<file path="src/design/p80_pkg.sv">
`timescale 1ns / 1ps
// ----------------------------------------------------------------------------
// p80_pkg: shared types and functions for the PRESENT-80 encryption core
// s-box, bit permutation, key schedule step and controller/datapath signals
// ----------------------------------------------------------------------------
package p80_pkg;

  localparam int BLOCK_W  = 64;
  localparam int KEY_W    = 80;
  localparam int KEYHI_W  = 16;
  localparam int ROUND_W  = 5;
  localparam int CFG_IDX_W = 1;

  localparam logic [ROUND_W-1:0] LAST_ROUND = 5'd31;

  localparam logic [CFG_IDX_W-1:0] REG_KEY_HIGH = 1'b0;
  localparam logic [CFG_IDX_W-1:0] REG_KEY_LOW  = 1'b1;

  localparam logic [3:0] SBOX [16] = '{
    4'hC, 4'h5, 4'h6, 4'hB, 4'h9, 4'h0, 4'hA, 4'hD,
    4'h3, 4'hE, 4'hF, 4'h8, 4'h4, 4'h7, 4'h1, 4'h2
  };

  typedef struct packed {
    logic load;
    logic round;
    logic finish;
  } p80_cmd_t;

  typedef struct packed {
    logic last_round;
  } p80_stat_t;

  function automatic logic [BLOCK_W-1:0] sbox_layer(input logic [BLOCK_W-1:0] s);
    logic [BLOCK_W-1:0] r;
    r = '0;
    for (int n = 0; n < 16; n++) begin
      r[4*n +: 4] = SBOX[s[4*n +: 4]];
    end
    return r;
  endfunction

  // bit k moves to 16k mod 63, bit 63 stays: that is {k[1:0], k[5:2]}
  function automatic logic [BLOCK_W-1:0] perm_layer(input logic [BLOCK_W-1:0] s);
    logic [BLOCK_W-1:0] r;
    logic [5:0]         idx;
    r = '0;
    for (int k = 0; k < BLOCK_W; k++) begin
      idx = 6'(k);
      r[{idx[1:0], idx[5:2]}] = s[k];
    end
    return r;
  endfunction

  function automatic logic [KEY_W-1:0] key_update(input logic [KEY_W-1:0] k,
                                                  input logic [ROUND_W-1:0] rc);
    logic [KEY_W-1:0] r;
    r = {k[18:0], k[79:19]};
    r[79:76] = SBOX[r[79:76]];
    r[19:15] = r[19:15] ^ rc;
    return r;
  endfunction

endpackage

</file>
<file path="src/design/p80_ctrl.sv">
`timescale 1ns / 1ps
// ----------------------------------------------------------------------------
// p80_ctrl: sequencer for the PRESENT-80 core
// idle, a round state for the 31 rounds, then a final whitening state that issues the result
// ----------------------------------------------------------------------------
module p80_ctrl (
  input  logic               clk,
  input  logic               rst_n,
  input  logic               start,
  output logic               busy,
  input  p80_pkg::p80_stat_t stat,
  output p80_pkg::p80_cmd_t  cmd
);
  import p80_pkg::*;

  localparam logic [1:0] ST_IDLE  = 2'd0;
  localparam logic [1:0] ST_ROUND = 2'd1;
  localparam logic [1:0] ST_FINAL = 2'd2;

  logic [1:0] state_r;
  logic [1:0] state_nxt;

  always_comb begin
    state_nxt  = state_r;
    cmd        = '0;
    unique case (state_r)
      ST_IDLE: begin
        if (start) begin
          cmd.load  = 1'b1;
          state_nxt = ST_ROUND;
        end
      end
      ST_ROUND: begin
        cmd.round = 1'b1;
        if (stat.last_round) begin
          state_nxt = ST_FINAL;
        end
      end
      ST_FINAL: begin
        cmd.finish = 1'b1;
        state_nxt  = ST_IDLE;
      end
      default: begin
        state_nxt = ST_IDLE;
      end
    endcase
  end

  always_ff @(posedge clk) begin
    if (!rst_n) begin
      state_r <= ST_IDLE;
    end else begin
      state_r <= state_nxt;
    end
  end

  assign busy = (state_r != ST_IDLE);

endmodule

</file>
<file path="src/design/p80_datapath.sv">
`timescale 1ns / 1ps
// ----------------------------------------------------------------------------
// p80_datapath: key registers, cipher state, key schedule and output register
// one full round per cycle
// ----------------------------------------------------------------------------
module p80_datapath (
  input  logic                                clk,
  input  logic                                rst_n,
  input  logic                                cfg_we,
  input  logic [p80_pkg::CFG_IDX_W-1:0]       cfg_index,
  input  logic [p80_pkg::BLOCK_W-1:0]         cfg_wdata,
  input  logic [p80_pkg::BLOCK_W-1:0]         in_plaintext,
  input  p80_pkg::p80_cmd_t                   cmd,
  output p80_pkg::p80_stat_t                  stat,
  output logic                                out_valid,
  output logic [p80_pkg::BLOCK_W-1:0]         out_ciphertext
);
  import p80_pkg::*;

  logic [KEYHI_W-1:0] key_high_r;
  logic [BLOCK_W-1:0] key_low_r;
  logic [BLOCK_W-1:0] data_r;
  logic [KEY_W-1:0]   key_r;
  logic [ROUND_W-1:0] round_r;
  logic               out_valid_r;
  logic [BLOCK_W-1:0] out_data_r;
  logic [BLOCK_W-1:0] round_key;

  assign round_key = key_r[KEY_W-1 -: BLOCK_W];

  always_ff @(posedge clk) begin
    if (!rst_n) begin
      key_high_r <= '0;
      key_low_r  <= '0;
    end else if (cfg_we) begin
      unique case (cfg_index)
        REG_KEY_HIGH: key_high_r <= cfg_wdata[KEYHI_W-1:0];
        REG_KEY_LOW:  key_low_r  <= cfg_wdata;
        default: ;
      endcase
    end
  end

  always_ff @(posedge clk) begin
    if (!rst_n) begin
      round_r     <= '0;
      out_valid_r <= 1'b0;
    end else begin
      out_valid_r <= cmd.finish;
      if (cmd.load) begin
        round_r <= ROUND_W'(1);
      end else if (cmd.round) begin
        round_r <= round_r + ROUND_W'(1);
      end
    end
  end

  always_ff @(posedge clk) begin
    if (cmd.load) begin
      data_r <= in_plaintext;
      key_r  <= {key_high_r, key_low_r};
    end else if (cmd.round) begin
      data_r <= perm_layer(sbox_layer(data_r ^ round_key));
      key_r  <= key_update(key_r, round_r);
    end
    if (cmd.finish) begin
      out_data_r <= data_r ^ round_key;
    end
  end

  assign stat.last_round = (round_r == LAST_ROUND);
  assign out_valid       = out_valid_r;
  assign out_ciphertext  = out_data_r;

endmodule

</file>
<file path="src/design/present80_block_encrypt.sv">
`timescale 1ns / 1ps
// ----------------------------------------------------------------------------
// present80_block_encrypt: PRESENT-80 block encryption core
// A block is taken when start is high and busy is low. The round unit applies
// one full round per cycle, so the 31 rounds and a final whitening step put
// the ciphertext on out_ciphertext with a one-cycle out_valid strobe; busy
// drops as the strobe rises, so a new block can be started only once the
// strobe rises, not while a block is still running. The strobe cannot be held
// off: the result must be captured in its cycle. The 80-bit key is written
// through cfg_ (index 0: key bits 79..64, index 1: key bits 63..0); the user
// must write it only while busy is low, the block itself does not enforce it.
// ----------------------------------------------------------------------------
module present80_block_encrypt (
  input  logic                          clk,
  input  logic                          rst_n,
  input  logic                          cfg_we,
  input  logic [p80_pkg::CFG_IDX_W-1:0] cfg_index,
  input  logic [p80_pkg::BLOCK_W-1:0]   cfg_wdata,
  input  logic                          start,
  output logic                          busy,
  input  logic [p80_pkg::BLOCK_W-1:0]   in_plaintext,
  output logic                          out_valid,
  output logic [p80_pkg::BLOCK_W-1:0]   out_ciphertext
);
  import p80_pkg::*;

  p80_cmd_t  cmd;
  p80_stat_t stat;

  p80_ctrl u_ctrl (
    .clk   (clk),
    .rst_n (rst_n),
    .start (start),
    .busy  (busy),
    .stat  (stat),
    .cmd   (cmd)
  );

  p80_datapath u_datapath (
    .clk            (clk),
    .rst_n          (rst_n),
    .cfg_we         (cfg_we),
    .cfg_index      (cfg_index),
    .cfg_wdata      (cfg_wdata),
    .in_plaintext   (in_plaintext),
    .cmd            (cmd),
    .stat           (stat),
    .out_valid      (out_valid),
    .out_ciphertext (out_ciphertext)
  );

  a_start_busy: assert property (@(posedge clk) disable iff (!rst_n)
    start && !busy |=> busy)
    else $error("accepted transaction did not raise busy");

  a_done_strobe: assert property (@(posedge clk) disable iff (!rst_n)
    $fell(busy) |-> out_valid)
    else $error("run ended without result strobe");

  a_strobe_after_run: assert property (@(posedge clk) disable iff (!rst_n)
    out_valid |-> $past(busy))
    else $error("result strobe without a run");

  a_load_idle: assert property (@(posedge clk) disable iff (!rst_n)
    cmd.load |-> !busy && !cmd.round && !cmd.finish)
    else $error("load issued while running");

endmodule
</file>
<file path="config.mk">
export PLATFORM = sky130hd
export DESIGN_NAME = present80_block_encrypt
export DESIGN_NICKNAME = d
export VERILOG_FILES = /design/src/design/p80_pkg.sv /design/src/design/p80_ctrl.sv /design/src/design/p80_datapath.sv /design/src/design/present80_block_encrypt.sv
export SDC_FILE = /design/constraint.sdc
export NUM_CORES = 1
export LEC_CHECK = 0
export BUFFER_PORTS_ARGS = -buffer_cell sky130_fd_sc_hd__buf_2
export CAP_MARGIN = 20
export CORE_ASPECT_RATIO = 1.1
export CORE_MARGIN = 3
export CORE_UTILIZATION = 45
export DETAILED_ROUTE_END_ITERATION = 10
export PLACE_DENSITY = 0.74
export RECOVER_POWER = 100
export SLEW_MARGIN = 5
export SYNTH_ARGS = -nofsm -noshare
export SYNTH_HDL_FRONTEND = slang
export SYNTH_SLANG_ARGS = --single-unit
export TNS_END_PERCENT = 30
</file>
<file path="constraint.sdc">
create_clock -name clk -period 5.3 [get_ports clk]
set_input_delay 0.265 -clock clk [delete_from_list [all_inputs] [get_ports clk]]
set_output_delay 0.265 -clock clk [all_outputs]
set_load 0.03 [all_outputs]
</file>
==> metrics.md <==
| Metric | Value |
|---|---|
| Height of the die | `196 um` |
| Hold WC Path Type | `input port to flop` |
| Power per cell area | `513 nW/um^2` |
| Required time worst endpoint | `5.53 ns` |
| Critical Path End Type | `flop` |
| Minimum clock period | `3.77 ns` |
| Synth Register Bits | `296` |
| Setup TNS | `0 ns` |
| CP Launch Type | `flop` |
| Share of cells above drive strength 1 | `0.120` |
| HPWL after DPL | `29.2 mm` |
| Post-route clock period utilization | `0.712` |
| Final setup fails | `0` |
| Fmax | `0.265 GHz` |
| Clock Power Share | `0.258` |
| Die Width | `179 um` |
| Worst Path Arrival | `4.00 ns` |
| Total Routing Usage GR | `0.225` |
| Post-CTS setup buffer count | `0` |
| NumNets Final | `1887` |
| Net Sw Frac | `0.358` |
| Register area share after synthesis | `0.543` |
| Antenna Cells | `0` |
| # fillers | `2824` |
| Cell accounting for the most synthesized area | `edfxtp_1` |
| Vias/cell | `5.31` |
| Fin. max-slew vios | `387` |
| PortBufs | `198` |
| Routed wire length | `40.2 mm` |
| Hold_buf cts | `77` |
| DR WL/cell | `18.7 um` |
| CTS root buffer | `clkbuf_16` |
| Die area | `35000 sq um` |
| Syn Nets | `1641` |
| Sequential Area | `8010 sq um` |
| TritonRoute pass-1 iters | `5` |
| Via Count | `11.4k` |
| Slew HR | `-1.01` |
| Vias in the first global route | `11.0k` |
| Total gr overflow | `0` |
| Mapped Area | `14800 sq um` |
| CTS tree | `yes` |
| Number of synthesized flops with an enable pin | `208` |
| Area contributors post-synth | `edfxtp_1, dfxtp_1, nand2_1` |
| Met1 WL | `16.7 mm` |
| Met3 wire len | `3.22 mm` |
| Top layer in use | `met4` |
| TritonCTS buffer count | `30` |
| Worst-Margin Slew | `3.02 ns` |
| Cts repair resizes | `0` |
| Max cap viols | `5` |
| Gate power share | `0.366` |
| Initial antenna violation count | `0` |
| Layout Cell Area excl Fill | `17600 sq um` |
| WL met2 | `18.7 mm` |
| Sequential share of power | `0.376` |
| Num rows | `68` |
| Post-synthesis area per instance | `10.2 sq um` |
| Clock Path Buffers | `3` |
| Post-synth top area share | `0.423` |
| Initial Util | `0.464` |
| Status | `complete, but fails checks` |
| Clk_lat worst skew | `0.57 ns` |
| DR DRC count | `0` |
| CORE AREA | `31800 sq um` |
| Failing checks | `capacitance limit, slew limit` |
| Cell Area, Placed | `16000 sq um` |
| Clk_skew | `0.0165 ns` |
| Final ANT Viol Nets | `0` |
| Leak Pwr | `7.18 nW` |
| RSZ-0062 raised after global routing | `false` |
| Setup Crit Path Kind | `flop to flop` |
| Final Hold Violating Endpoints | `0` |
| GPL Wtd Cong | `0.915` |
| Cell variety after synth | `48` |
| VDD IR max | `0.286 mV` |
| CTS Sinks | `296` |
| Num ports | `199` |
| Largest net degree at the start of global routing | `145` |
| Area occupied by multi-input gates | `5970 sq um` |
| Yosys warns | `0` |
| Post-Synthesis Cells | `1453` |
| Internal power | `5.80 mW` |
| H-Tree Depth | `1` |
| Post-synth ARST share | `0` |
| Top_reg_cell synth | `edfxtp_1` |
| Psw | `3.23 mW` |
| Clock transition at path regs | `0.06 ns` |
| Worst-path maximum fanout | `70` |
| Pwr Total | `9.03 mW` |
| First-pass GRT wire length | `60.9 mm` |
| Area growth syn-to-layout | `19.2%` |
| DRT iter0 DRCs | `905` |
## power groups by stage
stage | Clock, mW | Combinational (mW) | Sequential [mW]
5_1_grt | 2.46 | 3.67 | 3.41
6_report | 2.33 | 3.30 | 3.40
3_3_place_gp | 0 | 3.12 | 3.46
2_1_floorplan | 0 | 2.48 | 3.33
3_5_place_dp | 0 | 3.25 | 3.46
4_1_cts | 2.35 | 3.33 | 3.42
## cells in the final DEF, fill, tap and decap left out, drive strengths merged, types with 3 or more instances in the layout
cell type / count
a211o: 9
clkinv: 8
dfxtp: 88
mux2i: 19
nor2: 109
o21ai: 39
dlygate4sd3: 77
nor2b: 3
edfxtp: 208
a211oi: 39
inv: 67
o22ai: 6
a21boi: 81
mux4: 13
clkinvlp: 4
buf: 138
xor2: 43
xnor2: 44
a221o: 9
o221ai: 7
bufinv: 7
nand3: 6
clkbuf: 107
nor4: 9
a21oi: 20
nand2: 458
ha: 55
a31oi: 6
and2: 3
nor3: 27
## worst paths after layout
check / startpoint / endpoint / slack, ns / cells after the start
worst max-delay path: u_ctrl.state_r[1] / u_datapath.key_r[76] / 1.53 / 4
worst min register to register: u_datapath.key_low_r[2] / u_datapath.key_low_r[2] / 0.47 / 2
worst min-delay path: in_plaintext[25] / u_datapath.data_r[25] / 0.01 / 2
worst max register to register: u_ctrl.state_r[1] / u_datapath.key_r[76] / 1.53 / 4
## through the flow
stage                     hold WS, ns  utilization  instances  setup WS (ns)
after floorplan                 0.400            -       1453          0.612
after global placement          0.455        0.503       2008           2.61
after detailed placement        0.459        0.504       2009           2.54
after CTS                   0.0000953        0.562       2142           2.52
after global routing          0.00277        0.553       2143           1.18
final                          0.0129        0.553       2143           1.53
## sequential cells by signal, summed over array words and instances (netlist names)
signal and flops:
u_datapath.data_r 64, u_datapath.out_valid 1, u_datapath.key_high_r 16, u_datapath.key_low_r 64, u_datapath.key_r 80, u_datapath.out_ciphertext 64, u_datapath.round_r 5, u_ctrl.state_r 2
## Yosys cell counts, types with 4 or more instances
cell type / count
a211o_1: 9
dfxtp_1: 88
a211oi_1: 39
edfxtp_1: 208
a31oi_1: 6
nor3_1: 27
xor2_2: 4
nand2_1: 452
a21boi_0: 80
mux2i_1: 19
buf_2: 36
ha_1: 55
xor2_1: 34
a221o_1: 9
o21ai_0: 29
xnor2_1: 39
o221ai_1: 7
o22ai_1: 6
nand3_1: 6
mux4_2: 10
nor4_1: 9
inv_1: 67
o21ai_1: 10
nor2_1: 108
a21oi_1: 20
nand2_2: 6
clkbuf_1: 27
buf_4: 5
xnor2_2: 4
xor2_4: 5
## kinds of logic (layout without fill, tap and decap cells)
logic type,after synthesis,after routing,synth area share
AO/OA/AOI/OAI,220,220,0.104
XOR/XNOR,87,87,0.0633
adder cells (fa/ha/maj),55,55,0.0466
buffers and inverters,138,408,0.0409
flip-flops,296,296,0.543
multiplexers,34,34,0.0350
AND/OR/NAND/NOR,623,623,0.167
## worst max-delay path, stage by stage (launching register included)
cell and delay (ns):
dfxtp_1 0.34, or2_2 0.36, nor2_8 0.71, clkbuf_1 1.68
o21ai_0 0.28
## cell type report
class                           count  area share
Clock buffer                       37      0.0454
Clock inverter                     19      0.0163
Inverter                           67      0.0143
Multi-Input combinational cell   1019       0.339
Sequential cell                   296       0.455
Tap cell                          420      0.0299
Timing Repair Buffer              285      0.0998
## layer usage
metal | GRT usage | vias to the layer above
met5 | 0 | -
met1 | 0.307 | 5355
met3 | 0.0337 | 78
li1 | - | 5458
met2 | 0.365 | 482
met4 | 0.0791 | 0
(Power assumes the default switching activity.)
